### config.mk
export PLATFORM = sky130hd
export DESIGN_NAME = rbei_queue
export DESIGN_NICKNAME = d
export VERILOG_FILES = /design/src/design/rbei_pkg.sv /design/src/design/rbei_queue.sv
export SDC_FILE = /design/constraint.sdc
export NUM_CORES = 1
export LEC_CHECK = 0
export BUFFER_PORTS_ARGS = -buffer_cell sky130_fd_sc_hd__buf_2
export CAP_MARGIN = 20
export CORE_MARGIN = 2
export CORE_UTILIZATION = 35
export CTS_BUF_LIST = sky130_fd_sc_hd__clkbuf_16
export CTS_CLUSTER_DIAMETER = 120
export CTS_CLUSTER_SIZE = 16
export DETAILED_ROUTE_END_ITERATION = 8
export GPL_ROUTABILITY_DRIVEN = 1
export PLACE_DENSITY = 0.66
export SLEW_MARGIN = 20
export SYNTH_ARGS = -nofsm -noshare
export SYNTH_HDL_FRONTEND = slang
export SYNTH_SLANG_ARGS = --single-unit
### constraint.sdc
create_clock -name clk -period 8.6 [get_ports clk]
set_clock_uncertainty 0.2 [all_clocks]
set_input_delay 0 -clock clk [delete_from_list [all_inputs] [get_ports clk]]
set_output_delay 0 -clock clk [all_outputs]
set_load 0.005 [all_outputs]
### src/design/rbei_pkg.sv
// shared types, codes and saturation helpers for the rigid body integrator
package rbei_pkg;

  localparam logic [2:0] FUNC_FORCE   = 3'd0;
  localparam logic [2:0] FUNC_GRAVITY = 3'd1;
  localparam logic [2:0] FUNC_STEP    = 3'd2;
  localparam logic [2:0] FUNC_SET_POS = 3'd3;
  localparam logic [2:0] FUNC_SET_VEL = 3'd4;

  localparam logic [2:0] CFG_MASS    = 3'd0;
  localparam logic [2:0] CFG_DYNAMIC = 3'd1;
  localparam logic [2:0] CFG_DAMPING = 3'd2;
  localparam logic [2:0] CFG_EPSILON = 3'd3;
  localparam logic [2:0] CFG_BOUND   = 3'd4;

  typedef enum logic [2:0] {
    OP_NOP,
    OP_FORCE,
    OP_GRAVITY,
    OP_STEP,
    OP_SET_POS,
    OP_SET_VEL
  } op_t;

  typedef struct packed {
    logic [30:0]        mass;
    logic               dynamic;
    logic [30:0]        damping;
    logic [15:0]        epsilon;
    logic signed [31:0] bound;
  } cfg_t;

  typedef struct packed {
    op_t                op;
    logic signed [31:0] vx;
    logic signed [31:0] vy;
    logic [30:0]        dt;
  } item_t;

  typedef struct packed {
    logic full;
    logic empty;
  } q_status_t;

  function automatic logic signed [31:0] sat32_49(input logic signed [48:0] v);
    if (v[48:31] == {18{v[48]}}) begin
      return v[31:0];
    end
    return v[48] ? 32'sh8000_0000 : 32'sh7fff_ffff;
  endfunction

  function automatic logic signed [31:0] qadd(input logic signed [31:0] a,
                                              input logic signed [31:0] b);
    logic signed [32:0] s;
    s = {a[31], a} + {b[31], b};
    if (s[32] != s[31]) begin
      return s[32] ? 32'sh8000_0000 : 32'sh7fff_ffff;
    end
    return s[31:0];
  endfunction

  // product shifted right by 16 with floor rounding, then saturated
  function automatic logic signed [31:0] qscale(input logic signed [63:0] p);
    return sat32_49({p[63], p[63:16]});
  endfunction

endpackage

### src/design/rbei_queue.sv
// two-entry item queue between the front and back of the integrator
module rbei_queue
  import rbei_pkg::*;
(
  input  logic      clk,
  input  logic      rst,
  input  logic      push,
  input  item_t     item_in,
  input  logic      pop,
  output item_t     item_out,
  output q_status_t status
);

  item_t      mem [2];
  logic       wr_ptr;
  logic       rd_ptr;
  logic [1:0] count;

  always_ff @(posedge clk) begin
    if (rst) begin
      wr_ptr <= 1'b0;
      rd_ptr <= 1'b0;
      count  <= 2'd0;
    end else begin
      if (push) begin
        wr_ptr <= ~wr_ptr;
      end
      if (pop) begin
        rd_ptr <= ~rd_ptr;
      end
      if (push && !pop) begin
        count <= count + 2'd1;
      end else if (pop && !push) begin
        count <= count - 2'd1;
      end
    end
  end

  always_ff @(posedge clk) begin
    if (push) begin
      mem[wr_ptr] <= item_in;
    end
  end

  assign item_out     = mem[rd_ptr];
  assign status.full  = (count == 2'd2);
  assign status.empty = (count == 2'd0);

endmodule

# Word-level counts from Yosys, hierarchy flattened
# Memories as Yosys holds them, arrays and structs flattened. A register that Yosys moved wholly into a read port is not among the register bits.
# Index checks and enable logic that the tools add are counted.
[word_totals]
out_inout_bits = 100
memories = 1
input_bits = 102
mem_bits_rw = 196
wordCells = 21
regBits = 4
[mem_list]
columns = ["name", "words", "width", "rd", "rd_clocked_by_memory_dff", "wr", "line", "source"]
rows = [
  ["mem", 2, 98, 1, 1, 1, "rbei_queue.sv:14", "item_t mem [2];"],
]
[op_classes]
n_addsub = 2
bitwise = 2
n_eq_ne = 1
reduce_logical = 6
mux = 6
[op_table]
columns = ["cell", "count"]
rows = [
  ["1-bit 2-to-1 mux", 4],
  ["2-bit 2-to-1 mux", 2],
  ["2-bit by 1-bit adder with 2-bit output, second input constant", 1],
  ["2-bit == test, second input constant", 1],
  ["1-bit logical AND", 2],
  ["1-bit logical NOT", 2],
  ["2-bit logical NOT", 1],
  ["1-bit NOT", 2],
  ["2-bit nonzero test", 1],
  ["2-bit by 1-bit subtractor with 2-bit output, second input constant", 1],
]

# Logic depth before layout (Yosys ltp)
# Gate-level depths: netlist of run 1.
[logic_depth]
word_depth = 4
depth_mapped = 5
ltp_nobuf = 5

# Worst setup path after synthesis of run 1
# Ideal clock, no wire load.
[synth_path]
kind = "reg2reg"
from = "register wr_ptr"
to = "memory mem[0][0] in the netlist's numbering (enable)"
period_less_slack_ns = 5.434
path_stages_with_launch = 2
arrival_time_ns = 4.667
setup_time_ns = 0.567
path_slack_ns = 3.166
cell_sequence = "dfxtp_1 nor2b_1"
[synth_lines]
columns = ["element", "line", "source"]
rows = [
  ["start: declaration", "rbei_queue.sv:15", "logic wr_ptr;"],
  ["start signal: assignment", "rbei_queue.sv:26", "wr_ptr <= ~wr_ptr;"],
  ["end: declaration", "rbei_queue.sv:14", ""],
]
# Straight into the memory's write port.

==> key figures, run 1 <==
Status
  • Status: finished, final reports clean

Timing
  • Tcrit/Tclk final: 0.321
  • Hold slack: around 0.053 ns
  • RSZ-0062 raised after global routing: no
  • Rel. slew slack: 0.487
  • Fin crit period: roughly 2.8 ns
  • Setup violators final: 0
  • Worst-Margin Slew: just under 0.8 ns
  • Achievable Freq: between 300 and 400 MHz
  • Post-route setup TNS: 0 ns
  • Fin. max-slew vios: 0
  • Endpoints failing hold: 0

Finish
  • Share of cells above drive strength 1: 0.505
  • Post-route design area: slightly above 10,000 um2
  • Ant. Diodes: 0
  • Nets: about 740
  • Post-layout util: 0.486
  • Area growth from synthesis to layout: 37.7%

Critical path
  • Worst setup SP type: register
  • Endpoint type of the worst setup path: output port
  • CP Cell Sequence: buf_4, mux2_2, buf_2
  • Max FO, Critical Path: between 50 and 60
  • WS Path Type: register to output port
  • RR Startpoint: wr_ptr$_SDFFE_PP0P_
  • Crit-path slowest cell: dfxtp_4
  • Crit-path max cell delay: 0.75 ns
  • Worst path bufs/invs: 2
  • CP required: approximately 8.4 ns
  • Crit path DAT: 2.56 ns
  • Top cell family by delay on the critical path: buffers and inverters

Floorplan
  • Chip Height: between 100 and 150 um
  • Core box area: roughly 21,000 um2
  • DIE AREA: about 22,000 um2
  • Io pins: 202
  • Rows: 53
  • Die Wd: 149 um
  • Starting Density: 0.353

Drt
  • Vias per cell: 4.48
  • Post-route DRC: 0
  • Final WL: roughly 14,000 um
  • Met2 wire len: ~7500 um
  • ANT nets after route: 0
  • Top sig layer: met4
  • Drt wl/cell: 15.7 um
  • Routed wl met3: 992 um
  • M1 wire length: roughly 5700 um
  • DR vias: slightly above 4,000
  • Initial detailed-routing violation count: 150
  • Drt first pass iters: 4

Logic synthesis
  • EDFF count, synth: 196
  • Flops & latches, synth: 201
  • Syn_area_per_cell: ~22 um2
  • Syn Nets: 430
  • Post-synth cell types: 16
  • Yosys Warn Count: 0
  • Ys async rst share: 0
  • Sequential share of the synthesized area: 0.814
  • Dominant synthesized flop cell: edfxtp_1
  • Cells after Synth: 327
  • Netlist Area Pre-Place: about 7300 um2

Clock network
  • Worst-case clock buffer depth: 3
  • CTS root buf: clkbuf_16
  • PostCTS Resize Cnt: 0
  • H-tree levels: 1
  • Clock-pin slew on the worst setup and hold paths: 0.07 ns
  • TritonCTS Buffers: 16
  • # clock sinks: between 200 and 250
  • CTS tree: built
  • Worst-skew pair later-pin latency: about 0.46 ns

Placement
  • Final Wtd Congestion: ~0.7
  • Post-Place Cell Area: around 8700 um2
  • I/O Buffers: 201
  • HPWL after DPL: around 9000 um

Global route
  • GRT Resource Usage Total: 0.124
  • Total gr overflow: 0
  • Number of global-route vias before repair: ~4,400
  • Initial antenna violation count: 0
  • Largest net degree at the start of global routing: between 50 and 60
  • Global-route wire length before repair: 21,900 um

Worst hold path
  • Worst hold path startpoint: item_in[89]
  • Hold WC Path Type: primary input to register

Power and ir drop
  • Worst VDD drop: 0.160 mV
  • Final Power: 0.00207 W
  • Pwr Density: about 200 nW/um2
  • Lkg Pwr: roughly 3.8 nW

Job
  • # Max-Cap Violations: 0
## per-stage QoR
step	cells	setup slack [ns]
finish	916	5.84
global route	916	5.69
CTS	916	5.77
detailed placement	796	6.22
global placement	796	6.31
floorplan	327	3.17
## registers in the layout, summed over array words and instances, names as in the netlist, named ones only
| register | count |
|---|---|
| rd_ptr | 1 |
| count | 2 |
| wr_ptr | 1 |
| mem | 196 |
## routing by layer
| layer | vias to the layer above | GRT usage |
|---|---|---|
| li1 | 1909 | - |
| met1 | 2020 | 0.141 |
| met2 | 143 | 0.228 |
| met3 | 30 | 0.0327 |
| met4 | 0 | 0.0386 |
| met5 | - | 0 |
## report_power, final
group / switching (W) / internal (W) / total (W) / leakage, nW
clock network: 0.000307 / 0.000351 / 0.000659 / 0.214
registers: 0.0000228 / 0.00114 / 0.00117 / 1.88
logic: 0.000105 / 0.000142 / 0.000247 / 1.74
total: 0.000435 / 0.00164 / 0.00207 / 3.83
## cells by family (layout without fill, tap and decap cells)
| kind of cell | Yosys count | in the layout | synth area share |
|---|---|---|---|
| xor+xnor | 4 | 4 | 0.00477 |
| fa+ha+maj | 1 | 1 | 0.00170 |
| compound gates | 2 | 2 | 0.00136 |
| flops | 201 | 201 | 0.814 |
| mux | 98 | 98 | 0.160 |
| simple gates | 9 | 9 | 0.00596 |
| buf+inv | 12 | 326 | 0.0114 |
## final timing paths
path                                         endpoint  slack [ns]  cells after the start
worst max-delay path                     item_out[28]        5.84                      3
worst min-delay path             mem[1][89]$_DFFE_PP_        0.05                      2
worst max register to register   mem[1][54]$_DFFE_PP_        6.26                      2
worst min register to register  count[1]$_SDFFE_PP0P_        0.31                      2
## placed cells by master, fill, tap and decap left out
master,count
mux2_2,78
clkbuf_16,17
xnor2_1,2
and2_4,1
o21ai_0,1
buf_4,4
nor2b_4,1
nor2b_1,1
dfxtp_4,1
inv_1,1
a21oi_1,1
or3_1,1
edfxtp_1,196
dfxtp_1,4
inv_6,1
mux2_4,20
ha_1,1
nor2_1,5
buf_2,201
dlygate4sd3_1,102
xor2_1,2
## Yosys cell counts, types with 2 or more instances
cell / number / area share
mux2_2: 78 / 0.12
xnor2_1: 2 / 0.0024
buf_6: 4 / 0.0061
dfxtp_1: 5 / 0.014
nor2b_1: 2 / 0.0017
edfxtp_1: 196 / 0.80
buf_2: 7 / 0.0048
xor2_1: 2 / 0.0024
mux2_4: 20 / 0.041
nor2_1: 5 / 0.0026
## area by class of cell
| type | count | area (um2) |
|---|---|---|
| fillers | 1743 | 10700 |
| flip-flops and latches | 201 | 5990 |
| repair buffers | 307 | 2060 |
| multi-input cells | 114 | 1290 |
| clock buffers | 17 | 425 |
| well taps | 275 | 344 |
| clock inverters | 1 | 8.76 |
| inverters | 1 | 3.75 |
## what timing repair did
action	in CTS	in global routing
hold buffers	102	0
setup buffers	0	0
hold endpoints to repair	201	0
(Power assumes the default switching activity.)
==> inputs of run 2 (changes only) <==
PLACE_DENSITY = 0.68   (was 0.66)
clock period = 2.4 ns   (was 8.6 ns; I/O delays follow)
==> key figures, run 2 (same netlist as run 1, synthesis figures left out) <==
Drt
  • Drt wl/cell: 16.6 um (+5.4%)
  • ANT nets after route: 0 (unchanged)
  • DR vias: 4,113 (+0.27%)
  • Initial detailed-routing violation count: 173 (+15%)
  • Final WL: 15,300 um (+6.2%)
  • Drt first pass iters: 4 (unchanged)
  • Post-route DRC: 0 (unchanged)
  • Vias per cell: 4.46 (-0.49%)

Placement
  • I/O Buffers: 201 (unchanged)
  • HPWL after DPL: 9370 um (+4.6%)
  • Final Wtd Congestion: 0.696 (-1.8%)
  • Post-Place Cell Area: 8720 um2 (+0.68%)
  • Placement Setup Slack: 0.719 ns (-5.51 ns)

Floorplan
  • Die Wd: 149 um (unchanged)
  • Core box area: 20,800 um2 (unchanged)
  • Rows: 53 (unchanged)
  • Chip Height: 149 um (unchanged)
  • Io pins: 202 (unchanged)
  • Starting Density: 0.353 (unchanged)
  • DIE AREA: 22,200 um2 (unchanged)

Clock network
  • PostCTS Resize Cnt: 0 (unchanged)
  • # clock sinks: 201 (unchanged)
  • H-tree levels: 1 (unchanged)
  • Worst-skew pair later-pin latency: 0.47 ns (about the same)
  • Clock-pin slew on the worst setup and hold paths: 0.07 ns (about the same)
  • CTS tree: built
  • CTS root buf: clkbuf_16
  • Post CTS Setup Buffer Count: 0 (unchanged)
  • Worst-case clock buffer depth: 3 (unchanged)
  • TritonCTS Buffers: 16 (unchanged)

Finish
  • Nets: 745 (+0.13%)
  • Share of cells above drive strength 1: 0.503 (-0.00237)
  • Most flops, register: mem
  • Largest regs: mem (196), count (2)
  • Max reg flops: 196 (unchanged)
  • Most frequent cells in the layout: buf_2, edfxtp_1, dlygate4sd3_1
  • Ant. Diodes: 0 (unchanged)
  • Most common cell after layout, fill and taps aside: buf_2
  • Area growth from synthesis to layout: 38.8%
  • Fillers: 1,731 (-0.69%)
  • Post-route design area: 10,200 um2 (+0.80%)

Critical path
  • Crit path DAT: 1.92 ns (-0.64 ns)
  • Endpoint type of the worst setup path: output port
  • Worst setup SP type: register
  • Max FO, Critical Path: 98 (+92%)
  • CP required: 2.20 ns (-6.20 ns)
  • WS Path Type: register to output port

Power and ir drop
  • Clock group share of total power: 0.320 (+0.002)
  • Sequential share of power: 0.554 (-0.009)
  • Switching power total: 0.00159 W (+270%)
  • Final Power: 0.00748 W (+260%)
  • P_int: 0.00589 W (+260%)
  • Switching portion of total power: 0.213 (+0.00289)
  • Pwr Density: 733 nW/um2 (+260%)
  • Gate power share: 0.126 (+0.007)
  • Lkg Pwr: 3.88 nW (+1.3%)
  • Worst VDD drop: 0.677 mV (+320%)

Global route
  • Number of global-route vias before repair: 4,327 (-2.3%)
  • Initial antenna violation count: 0 (unchanged)
  • Total gr overflow: 0 (unchanged)
  • GRT Resource Usage Total: 0.132 (+0.00754)
  • Global-route wire length before repair: 22,900 um (+4.4%)
  • Largest net degree at the start of global routing: 99 (+87%)

Worst hold path
  • Hold WC Path Type: primary input to register

Timing
  • Endpoints failing hold: 0 (unchanged)
  • Setup violators final: 0 (unchanged)
  • Hold slack: 0.0488 ns (-0.00470 ns)
  • Rel. slew slack: 0.507 (+0.0199)
  • Worst-Margin Slew: 0.739 ns (-0.0299 ns)
  • Fin crit period: ~2.1 ns
  • Fin. max-slew vios: 0 (unchanged)
  • Achievable Freq: approximately 470 MHz
  • Tcrit/Tclk final: 0.882
  • RSZ-0062 raised after global routing: no
  • Final worst slack: 0.284 ns (-5.56 ns)

Status
  • Status: finished, final reports clean

Job
  • # Max-Cap Violations: 0 (unchanged)
## run 2: cell count changes in the layout (fill, tap and decap cells not counted)
| cell | before | now |
|---|---|---|
| dfxtp_1 | 4 | 3 |
| dfxtp_2 | 0 | 1 |
| inv_1 | 1 | 7 |
| buf_4 | 4 | 1 |
| buf_12 | 0 | 4 |
## run 2: routing by layer
layer,vias to the layer above,GRT usage,share of wire
li1,1914,-,-
met1,2017,0.167,0.42
met2,156,0.231,0.49
met3,26,0.0281,0.070
met4,0,0.0314,0.019
met5,-,0,0
## run 2: critical path, stage by stage, from the launching register on
cell,delay (ns)
dfxtp_4,0.35
buf_12,0.41
mux2_2,0.43
buf_2,0.14
## run 2: cell type report
cell class              instances  area [um2]  area share
clock buffers                  17         425      0.0417
clock inverters                 7        31.3     0.00307
inverters                       1        3.75    0.000368
multi-input cells             114        1290       0.126
flip-flops and latches        201        5990       0.587
well taps                     275         344      0.0337
repair buffers                308        2110       0.207
## run 2: path summary, 6_finish.rpt
kind	start	endpoint	slack, ns	depth (start not counted)
max	register	item_out[3]	0.28	3
min	item_in[28]	mem[0][28]$_DFFE_PP_	0.05	2
max reg2reg	wr_ptr$_SDFFE_PP0P_	mem[0][78]$_DFFE_PP_	0.70	2
min reg2reg	rd_ptr$_SDFFE_PP0P_	rd_ptr$_SDFFE_PP0P_	0.33	2
## run 2: what timing repair did
item	CTS	global route
hold buffers	102	0
endpoints found under the hold margin	229	0
endpoints found under the setup margin	0	0
## run 2: power groups by stage
stage,Sequential [W],Clock [W],Combinational (W)
after floorplan,0.00421,0,0.000435
after global placement,0.00421,0,0.000794
after CTS,0.00415,0.00249,0.000949
after global routing,0.00416,0.00260,0.00102
after detailed placement,0.00422,0,0.000814
final,0.00415,0.00239,0.000944
## run 2: metrics by stage
| stage | TNS (ns) | std cells | util |
|---|---|---|---|
| 2_1_floorplan | -0.269 | 327 | - |
| 3_3_place_gp | 0 | 797 | 0.419 |
| 3_5_place_dp | 0 | 797 | 0.419 |
| 4_1_cts | 0 | 923 | 0.490 |
| 5_1_grt | 0 | 923 | 0.490 |
| 6_report | 0 | 923 | 0.490 |
==> inputs of run 3 (changes only) <==
ABC_AREA = 1   (was unset)
REMOVE_ABC_BUFFERS = 1   (was unset)
==> key figures, run 3 <==
Status
  • Status: finished, final reports clean

Timing
  • Final worst slack: 0.313 ns (+0.0289 ns)
  • Worst-Margin Slew: 0.557 ns (-0.182 ns)
  • Fin. max-slew vios: 0 (unchanged)
  • Setup violators final: 0 (unchanged)
  • RSZ-0062 raised after global routing: no
  • Endpoints failing hold: 0 (unchanged)
  • Achievable Freq: 479 MHz (+1.4%)
  • Tcrit/Tclk final: 0.870 (-0.0121)
  • Rel. slew slack: 0.629 (+0.122)
  • Hold slack: 0.0449 ns (-0.00384 ns)
  • Fin crit period: 2.09 ns (-0.0289 ns)

Logic synthesis
  • Top cells by area, synth: edfxtp_1, mux2_2, mux2_4
  • Post-synth cell types: 16 (unchanged)
  • Yosys Warn Count: 0 (unchanged)
  • Flops & latches, synth: 201 (unchanged)
  • Sequential share of the synthesized area: 0.812 (-0.00235)
  • Netlist Area Pre-Place: 7370 um2 (+0.29%)
  • Cell with the most instances after synthesis: edfxtp_1
  • Largest family of logic cells by synthesized area: multiplexers
  • Adder-Cell Fraction of Synth Area: 0.00170 (-0.00000491)
  • Synth area leader: edfxtp_1
  • Share of the synthesized area in the top cell type: 0.799 (-0.00231)
  • Simple-gate share of the synthesized area: 0.00832 (+0.00236)
  • Ys async rst share: 0 (unchanged)
  • EDFF count, synth: 196 (unchanged)
  • Syn_area_per_cell: 21.8 um2 (-3.0%)
  • Synth cell count leaders: edfxtp_1, mux2_2, mux2_4, inv_1
  • Xor and xnor area share after synthesis: 0.00119 (-0.00358)
  • Dominant synthesized flop cell: edfxtp_1
  • Compound-gate portion of the synthesized area: 0.00136 (-0.00000393)
  • Mux contribution to synthesized area: 0.160 (-0.000463)
  • Cells after Synth: 338 (+3.4%)

Finish
  • Largest regs: mem (196), count (2)
  • Fillers: 1,727 (-0.23%)
  • Max reg flops: 196 (unchanged)
  • Final cell count without fillers: 933 (+1.1%)
  • Nets: 756 (+1.5%)
  • Most common cell after layout, fill and taps aside: buf_2
  • Most flops, register: mem
  • Seq. cell area: 5990 um2 (about the same)
  • Ant. Diodes: 0 (unchanged)
  • Area growth from synthesis to layout: 38.8% (about the same)
  • Multi-input logic area: 1280 um2 (-0.87%)
  • Most frequent cells in the layout: buf_2, edfxtp_1, dlygate4sd3_1
  • Share of cells above drive strength 1: 0.494 (-0.00917)

Floorplan
  • DIE AREA: 22,200 um2 (+0.28%)
  • Rows: 53 (unchanged)
  • Core box area: 20,800 um2 (unchanged)
  • Die Wd: 149 um (+0.14%)
  • Io pins: 202 (unchanged)
  • Chip Height: 149 um (+0.14%)
  • Starting Density: 0.354 (+0.00102)

Drt
  • Post-route DRC: 0 (unchanged)
  • Drt wl/cell: 15.7 um (-5.5%)
  • DR vias: 4,159 (+1.1%)
  • Vias per cell: 4.46 (about the same)
  • ANT nets after route: 0 (unchanged)
  • Drt first pass iters: 4 (unchanged)
  • Final WL: 14,600 um (-4.5%)
  • Initial detailed-routing violation count: 145 (-16%)

Global route
  • Number of global-route vias before repair: 4,571 (+5.6%)
  • Total gr overflow: 0 (unchanged)
  • Initial antenna violation count: 0 (unchanged)
  • Global-route wire length before repair: 22,600 um (-1.2%)
  • Largest net degree at the start of global routing: 99 (unchanged)
  • GRT Resource Usage Total: 0.129 (-0.00238)

Clock network
  • CTS tree: built
  • CTS root buf: clkbuf_16
  • # clock sinks: 201 (unchanged)
  • Worst-case clock buffer depth: 3 (unchanged)
  • Worst-skew pair later-pin latency: 0.47 ns (about the same)
  • Post CTS Setup Buffer Count: 0 (unchanged)
  • H-tree levels: 1 (unchanged)
  • TritonCTS Buffers: 16 (unchanged)
  • Clock-pin slew on the worst setup and hold paths: 0.07 ns (about the same)

Power and ir drop
  • Pwr Density: 719 nW/um2 (-2.0%)
  • Lkg Pwr: 3.91 nW (+0.71%)
  • Clock group share of total power: 0.320 (about the same)
  • Gate power share: 0.119 (-0.007)
  • Switching portion of total power: 0.207 (-0.00604)
  • Sequential share of power: 0.560 (+0.006)
  • Worst VDD drop: 0.451 mV (-33%)
  • P_int: 0.00583 W (-0.93%)
  • Switching power total: 0.00152 W (-4.5%)

Critical path
  • CP required: 2.20 ns (about the same)
  • Endpoint type of the worst setup path: output port
  • WS Path Type: register to output port
  • Worst setup SP type: register
  • Max FO, Critical Path: 41 (-58%)
  • FF-to-FF path depth: 2 (unchanged)
  • RR Startpoint: wr_ptr$_SDFFE_PP0P_
  • R2R Setup Slk: 0.86 ns (+0.16 ns)
  • Crit path DAT: 1.89 ns (-0.03 ns)
  • Crit-path slowest cell: dfxtp_4
  • Reg-to-Reg End: mem[0][87]$_DFFE_PP_
  • CP Cell Sequence: buf_12, mux2_2, buf_2
  • Crit-path max cell delay: 0.57 ns (+0.14 ns)

Placement
  • I/O Buffers: 201 (unchanged)
  • HPWL after DPL: 8990 um (-4.1%)
  • Final Wtd Congestion: 0.689 (-0.95%)
  • Placement Setup Slack: 0.751 ns (+0.0319 ns)
  • Placed instance count: 808 (+1.4%)

Worst hold path
  • Hold Crit Endpoint: mem[1][59]$_DFFE_PP_
  • Hold WC Path Type: primary input to register
  • Worst hold path startpoint: item_in[59]
  • Hold Path Depth: 2 (unchanged)

Job
  • # Max-Cap Violations: 0 (unchanged)
-- run 3: cell types whose count changed after synthesis, sizes merged --
cell   delta
xor2      -2
nand3     +1
and2      -1
nand4     +1
or3       -1
nor2      +2
inv       +8
nand2     +5
nor2b     -2
nor3      +1
xnor2     -1
-- run 3: worst max path at each step --
stage	endpoint	slack, ns	cells after the start
floorplan	mem[0][0]$_DFFE_PP_	-2.75	1
global placement	item_out[41]	0.76	3
detailed placement	item_out[41]	0.75	3
CTS	item_out[41]	0.23	3
global route	item_out[41]	0.18	3
finish	item_out[41]	0.31	3
-- run 3: critical path, delay by kind of cell (launching register included) --
family	cells	cell delay [ns]
muxes	1	0.39
DFF	1	0.57
buffers and inverters	2	0.44
-- run 3: cell type report --
class                   instances  share of cell area
clock buffers                  17              0.0416
multi-input cells             117               0.125
flip-flops and latches        201               0.586
inverters                       9             0.00355
clock inverters                 6             0.00269
repair buffers                308               0.208
well taps                     275              0.0336
-- run 3: power groups by stage --
| stage | Combinational (W) | Clock, W | Sequential [W] |
|---|---|---|---|
| global route | 0.000956 | 0.00257 | 0.00414 |
| floorplan | 0.000366 | 0 | 0.00424 |
| detailed placement | 0.000754 | 0 | 0.00420 |
| finish | 0.000878 | 0.00236 | 0.00412 |
| global placement | 0.000737 | 0 | 0.00419 |
| CTS | 0.000890 | 0.00245 | 0.00412 |
-- run 3: cell families (layout without fill, tap and decap cells) --
logic type / count (synthesis) / count (layout)
mux: 98 / 98
simple gates: 15 / 15
xor+xnor: 1 / 1
buf+inv: 20 / 340
compound gates: 2 / 2
flops: 201 / 201
fa+ha+maj: 1 / 1
-- run 3: metrics by stage --
stage / util / cell area, um2 / power, W / setup TNS (ns)
floorplan: - / 7290 / 0.00460 / -417.01
global placement: 0.420 / 8750 / 0.00493 / 0
detailed placement: 0.420 / 8750 / 0.00496 / 0
CTS: 0.491 / 10200 / 0.00746 / 0
global route: 0.491 / 10200 / 0.00766 / 0
finish: 0.491 / 10200 / 0.00735 / 0
-- run 3: layer usage --
metal	track usage	wire length, um	up-vias	share of wire
met5	0	0	-	0
met4	0.0390	307	0	0.021
met3	0.0315	1050	28	0.072
met2	0.242	7650	150	0.52
met1	0.145	5630	2033	0.38
li1	-	-	1948	-
-- run 3: what timing repair did --
item | in CTS | in global routing
hold endpoints to repair | 201 | 0
resized for setup | 0 | 0
hold buffers | 102 | 0
